--- config.mk ---
export PLATFORM = sky130hd
export DESIGN_NAME = vcpc_ctrl
export DESIGN_NICKNAME = d
export VERILOG_FILES = /design/src/design/vcpc_pkg.sv /design/src/design/vcpc_ctrl.sv
export SDC_FILE = /design/constraint.sdc
export NUM_CORES = 1
export LEC_CHECK = 0
export BUFFER_PORTS_ARGS = -buffer_cell sky130_fd_sc_hd__buf_4
export CAP_MARGIN = 20
export CORE_MARGIN = 2
export CORE_UTILIZATION = 45
export CTS_CLUSTER_DIAMETER = 100
export DETAILED_ROUTE_END_ITERATION = 10
export PLACE_DENSITY = 0.76
export SLEW_MARGIN = 20
export SYNTH_ARGS = -nofsm -noshare
export SYNTH_HDL_FRONTEND = slang
export SYNTH_SLANG_ARGS = --single-unit
export TNS_END_PERCENT = 10
--- constraint.sdc ---
create_clock -name aclk -period 3.1 [get_ports aclk]
set_input_delay 0.155 -clock aclk [delete_from_list [all_inputs] [get_ports aclk]]
set_output_delay 0.155 -clock aclk [all_outputs]
set_load 0.01 [all_outputs]
--- src/design/vcpc_pkg.sv ---
// vcpc_pkg: shared constants, register codes, fsm states and control structs
// for the view cone point counter
// depends on nothing
package vcpc_pkg;

    localparam int MAX_POINTS = 64;
    localparam int ADDR_W     = $clog2(MAX_POINTS);
    localparam int IDX_W      = 6;
    localparam int CNT_W      = 7;
    localparam int COORD_W    = 16;
    localparam int SIN_W      = 15;
    localparam int RAD_W      = 32;
    localparam int CFG_W      = 32;
    localparam int CFG_IDX_W  = 2;

    // offset, product, rotated edge, cross product, square and distance widths
    localparam int OFS_W   = COORD_W + 1;
    localparam int PROD_W  = 2 * COORD_W;
    localparam int EDGE_W  = PROD_W + 1;
    localparam int CROSS_W = EDGE_W + OFS_W;
    localparam int SQ_W    = 2 * OFS_W;
    localparam int D2_W    = RAD_W + 1;

    typedef enum logic [CFG_IDX_W-1:0] {
        REG_COS_HALF   = 2'd0,
        REG_SIN_HALF   = 2'd1,
        REG_RADIUS_SQ  = 2'd2,
        REG_POINT_CNT  = 2'd3
    } cfg_reg_t;

    typedef enum logic {
        REQ_WRITE = 1'b0,
        REQ_QUERY = 1'b1
    } req_t;

    typedef enum logic [2:0] {
        ST_IDLE,
        ST_ROT_MUL,
        ST_ROT_SUM,
        ST_SWEEP,
        ST_DRAIN,
        ST_DONE
    } state_t;

    typedef struct packed {
        logic              wr_point;
        logic              load_query;
        logic              rot_mul;
        logic              rot_sum;
        logic              clear_count;
        logic              issue;
        logic [ADDR_W-1:0] rd_addr;
        logic              load_out;
    } vcpc_cmd_t;

    typedef struct packed {
        logic [CNT_W-1:0] limit;
        logic             pipe_busy;
        logic             out_free;
    } vcpc_sts_t;

endpackage

--- src/design/vcpc_ctrl.sv ---
// vcpc_ctrl: sequencer for point writes and count queries
// depends on vcpc_pkg
module vcpc_ctrl (
    input  logic                         aclk,
    input  logic                         aresetn,
    input  logic                         s_valid,
    output logic                         s_ready,
    input  logic                         s_req_type,
    input  logic [vcpc_pkg::IDX_W-1:0]   s_point_index,
    input  vcpc_pkg::vcpc_sts_t          sts,
    output vcpc_pkg::vcpc_cmd_t          cmd
);

    vcpc_pkg::state_t                 state_reg, state_next;
    logic [vcpc_pkg::CNT_W-1:0]       idx_reg, idx_next;
    logic                             idx_in_range;

    assign idx_in_range = ({1'b0, s_point_index} < (vcpc_pkg::IDX_W + 1)'(vcpc_pkg::MAX_POINTS));

    always_ff @(posedge aclk) begin
        if (!aresetn) begin
            state_reg <= vcpc_pkg::ST_IDLE;
            idx_reg   <= '0;
        end else begin
            state_reg <= state_next;
            idx_reg   <= idx_next;
        end
    end

    always_comb begin
        state_next      = state_reg;
        idx_next        = idx_reg;
        s_ready         = 1'b0;
        cmd             = '0;
        cmd.rd_addr     = idx_reg[vcpc_pkg::ADDR_W-1:0];
        case (state_reg)
            vcpc_pkg::ST_IDLE: begin
                s_ready = 1'b1;
                if (s_valid) begin
                    if (s_req_type == vcpc_pkg::REQ_QUERY) begin
                        cmd.load_query = 1'b1;
                        state_next     = vcpc_pkg::ST_ROT_MUL;
                    end else begin
                        cmd.wr_point = idx_in_range;
                    end
                end
            end
            vcpc_pkg::ST_ROT_MUL: begin
                cmd.rot_mul     = 1'b1;
                cmd.clear_count = 1'b1;
                idx_next        = '0;
                state_next      = vcpc_pkg::ST_ROT_SUM;
            end
            vcpc_pkg::ST_ROT_SUM: begin
                cmd.rot_sum = 1'b1;
                if (sts.limit == '0) begin
                    state_next = vcpc_pkg::ST_DRAIN;
                end else begin
                    state_next = vcpc_pkg::ST_SWEEP;
                end
            end
            vcpc_pkg::ST_SWEEP: begin
                cmd.issue = 1'b1;
                idx_next  = idx_reg + 1'b1;
                if (idx_next == sts.limit) begin
                    state_next = vcpc_pkg::ST_DRAIN;
                end
            end
            vcpc_pkg::ST_DRAIN: begin
                if (!sts.pipe_busy) begin
                    state_next = vcpc_pkg::ST_DONE;
                end
            end
            vcpc_pkg::ST_DONE: begin
                if (sts.out_free) begin
                    cmd.load_out = 1'b1;
                    state_next   = vcpc_pkg::ST_IDLE;
                end
            end
            default: begin
                state_next = vcpc_pkg::ST_IDLE;
            end
        endcase
    end

endmodule

# Word level (Yosys, flattened, before mapping)
# Cells that the tools add are included.
# totals
out_inout_bits	14
mem_bits_rw	0
latch_bits	0
mem_count	0
rom_bits	0
in_bits	19
regBits	10
word_cells	36
# classes
n_shift	0
eq_ne	11
reduce_logical	4
addsub	1
order_cmp	0
bitwise	0
n_div	0
mul	0
muxes	18
# op_table
op	n
$mux 3	6
$pmux 3 s6	1
$pmux 7 s2	1
$ne 2x2->1 const B	5
$mux 1	8
$add 7x1->7 const B	1
$eq 7x7->1	1
$logic_not 7->1	1
$eq 3x2->1 const B	2
$eq 3x3->1 const B	2
$reduce_and 5->1	1
$mux 2	2
$eq 3x1->1 const B	1
$logic_not 3->1	1
$reduce_bool 2->1	1

# Depth between registers and ports, before layout
# logic_depth
ltp_word	4
mapped_depth	6
depth_no_buf	6

# Worst setup path after synthesis
# No wires, ideal clock.
# synth_path
path_type	register to register
start	register idx_reg[0] (netlist name)
end	register state_reg[0]
setup_time_ns	0.127
arrival_ns	1.515
path_stages_with_launch	7
synth_period_minus_slack_ns	1.642
t_required_ns	2.973
setup_slack_ns	1.458
path_buffers	0
path_cell_list	dfxtp_1 ha_1 and3_2 nand3_1 xnor2_1 o41ai_2 a21oi_1
# synth_via
elab_chain_len	4
# synth_lines
item	line	text
start, declared	vcpc_ctrl.sv:15	logic [vcpc_pkg::CNT_W-1:0] idx_reg, idx_next;
start signal, assigned	vcpc_ctrl.sv:26	idx_reg <= idx_next;
$add 7x1->7	vcpc_ctrl.sv:64	idx_next = idx_reg + 1'b1;
$eq 7x7->1	vcpc_ctrl.sv:65	if (idx_next == sts.limit) begin
$ne 2x2->1 (no line)	-	
$reduce_and 5->1 (no line)	-	
end signal, assigned	vcpc_ctrl.sv:22	state_reg <= vcpc_pkg::ST_IDLE;
end signal, assigned	vcpc_ctrl.sv:25	state_reg <= state_next;
end, declared	vcpc_ctrl.sv:14	vcpc_pkg::state_t state_reg, state_next;
# No other way between the ends.
# A chain may end at the register's enable or synchronous reset.

# Worst setup path in the final report
# layout_path
start	register idx_reg[0] (netlist name)
end	register state_reg[2]
# The elaborated chain is that of the path after synthesis.

==> impl_metrics.ini <==
[route]
ant_nets = 0
drt_pre_antenna_iters = 4
drtIter0Drc = 18
wl_per_cell_um = 12.78
wl_um = 1763
vias = 771
via_per_inst = 5.587
route.detailed.drc = 0

[global_route]
grt_max_degree = 13
grtUsageTotal_pct = 18.80
grt-ovfl-total = 0
grt_pass1_wl_um = 2801
antenna_found_initial = 0
grt_pass1_vias = 650

[finish]
antennaDiodeCount = 0
syn2layout_area_growth_pct = 21.85
multi_input_area_sq_um = 509.2
fill_cells = 165
final_common_cell = buf_4
layout.cells.non_filler = 138
seqCellArea_sq_um = 200.2
final_cell_mix = buf_4 (26), a21oi_1 (10), dfxtp_1 (10)
layout.nets = 143
final_layout_size_suffix_gt1_share_pct = 27.27
largest_register_ffs = 7

[sta]
drv_slew = 0
fin_crit_sh_pct = 62.85
rsz0062_at_grt = false
tns_ps = 0
worst_pin_slew_ps = 435.5
finalCriticalPeriod_ps = 1948
slew-limit-headroom_pct = 70.79
setup_viol = 0
hold_viol = 0
fmax_mhz = 513.2
fin_worst_skew_ps = 10.73

[critical_path]
path_delay_family = compound AO/OA/AOI/OAI gates
end_kind = flip-flop
start_kind = flip-flop
worstReg2RegStart = idx_reg[0]
cpPeakStageDelay_ps = 460
crit_buf_inv = 0
reg2reg_depth = 6
worstReg2RegEnd = state_reg[2]
path_max_fanout = 7
crit_slowest_cell = dfxtp_1
arrival_ps = 2100
worstPathCellList = ha_1 -> nand2b_1 -> and3b_1 -> a211oi_1 -> o41ai_2 -> a22o_1
critPathKind = reg2reg
rrSetupSlack_ps = 1150
cp.depth = 6
cp.required_ps = 3250

[floorplanning]
pin_count = 33
dieArea_sq_mm = 0.002094
die_w_um = 45.76
placeableCoreArea_sq_mm = 0.001689
fp-row-count = 15
start_util_pct = 46.44
fp.dieH_um = 45.76

[min_path]
min_to = idx_reg[5]
hold_path_class = in2reg
min-delay-start = aresetn
min_path_cells = 2

[logic_synthesis]
syn_inst = 103
synth_seq_cells = 10
synth_cell_types = 34
ys.flop_type = dfxtp_1
ys_seq_area_share_pct = 25.52
synth_edf_count = 0
async_flop_share_pct = 0
mappedNetlistArea_sq_um = 784.5
yosysWarnings = 0
syn-num-nets = 123
avgSynthCellArea_sq_um = 7.617

[place]
io_buffers = 26
dp.final_hpwl_um = 1300
placed_cells = 135
routabilityCongestion = 0.8023

[power_and_ir_drop]
seqPwrFrac_pct = 40.0
leakage_nw = 0.4052
power.switching_uw = 165.1
internal-power_uw = 274.2
power_uw = 439.3
power.clock.fraction_pct = 20.0
irDropWorstVdd_uv = 275.3
power_frac_comb_pct = 39.9
p_per_area_mw_per_mm2 = 459.5
swShare_pct = 37.58

[status]
status = finished, final reports clean

[clock_tree]
cts_tree = done
cts_max_level = 1
cts_made_buffers = 3
cts_hold_buf = 0
insertion_delay_ps = 270
cts.clk_slew.worst_paths_ps = 70
cts-resized-gates = 0
cts_setup_buffers = 0
clk_path_buf_depth = 2
cts_sinks = 10
cts_root_buffer = clkbuf_4

[flow_run]
maxCapViolCount = 0
## how the worst max path moves through the flow
stage,startpoint,endpoint
final,idx_reg[0],state_reg[2]
after global routing,idx_reg[0],state_reg[2]
after CTS,idx_reg[0],state_reg[2]
after detailed placement,idx_reg[0],state_reg[2]
after global placement,idx_reg[0],state_reg[2]
after floorplan,idx_reg[0],state_reg[0]
## layout make-up
type                            instances  share of cell area [%]
Sequential cell                        10                   20.94
Inverter                                2                  0.7853
Multi-Input combinational cell         80                   53.27
Clock buffer                            3                   2.356
Timing Repair Buffer                   26                   20.42
Tap cell                               17                   2.225
## cell usage after synthesis (2+ instances only)
| library cell | number | area share (%) |
|---|---|---|
| a21oi_1 | 10 | 6.4 |
| dfxtp_1 | 10 | 26 |
| nand2_1 | 9 | 4.3 |
| buf_4 | 7 | 6.7 |
| nor3_1 | 7 | 4.5 |
| nor2b_1 | 6 | 4.8 |
| o21ai_0 | 5 | 3.2 |
| xnor2_1 | 5 | 5.6 |
| clkbuf_1 | 4 | 1.9 |
| nand2b_1 | 4 | 3.2 |
| nand3_1 | 4 | 2.6 |
| nor2_1 | 4 | 1.9 |
| xor2_1 | 4 | 4.5 |
| and3_1 | 2 | 1.6 |
| inv_1 | 2 | 0.96 |
| o21a_1 | 2 | 1.9 |
## power by group through the flow
stage,clock (mW),sequential [mW],combinational [mW]
6_report,0.0880,0.176,0.175
5_1_grt,0.0970,0.178,0.195
4_1_cts,0.0896,0.174,0.176
3_3_place_gp,0,0.177,0.173
2_1_floorplan,0,0.150,0.138
3_5_place_dp,0,0.177,0.174
## layer usage
metal	vias to the layer above	global-route usage, %	share of wire [%]
met4	0	8.571	2.5
met2	27	29.86	43
li1	394	-	-
met3	5	3.571	5.3
met1	345	24.46	49
met5	-	0	0
## per-stage QoR
| step | area, sq um | util, % | hold WS, ps | setup slack [ps] |
|---|---|---|---|---|
| 5_1_grt | 955.9 | 56.59 | 185.0 | 1051 |
| 6_report | 955.9 | 56.59 | 177.1 | 1152 |
| 2_1_floorplan | 784.5 | - | 285.3 | 1458 |
| 3_5_place_dp | 933.4 | 55.26 | 451.7 | 1197 |
| 4_1_cts | 955.9 | 56.59 | 175.6 | 1165 |
| 3_3_place_gp | 933.4 | 55.26 | 450.7 | 1246 |
## logic make-up after synthesis
| family | Yosys count | share of synthesized area [%] |
|---|---|---|
| fa+ha+maj | 1 | 1.595 |
| flops | 10 | 25.52 |
| compound gates | 25 | 20.74 |
| simple gates | 44 | 31.26 |
| mux | 1 | 1.276 |
| xor+xnor | 9 | 10.05 |
| buf+inv | 13 | 9.569 |
Power figures use the tool's default switching activity.
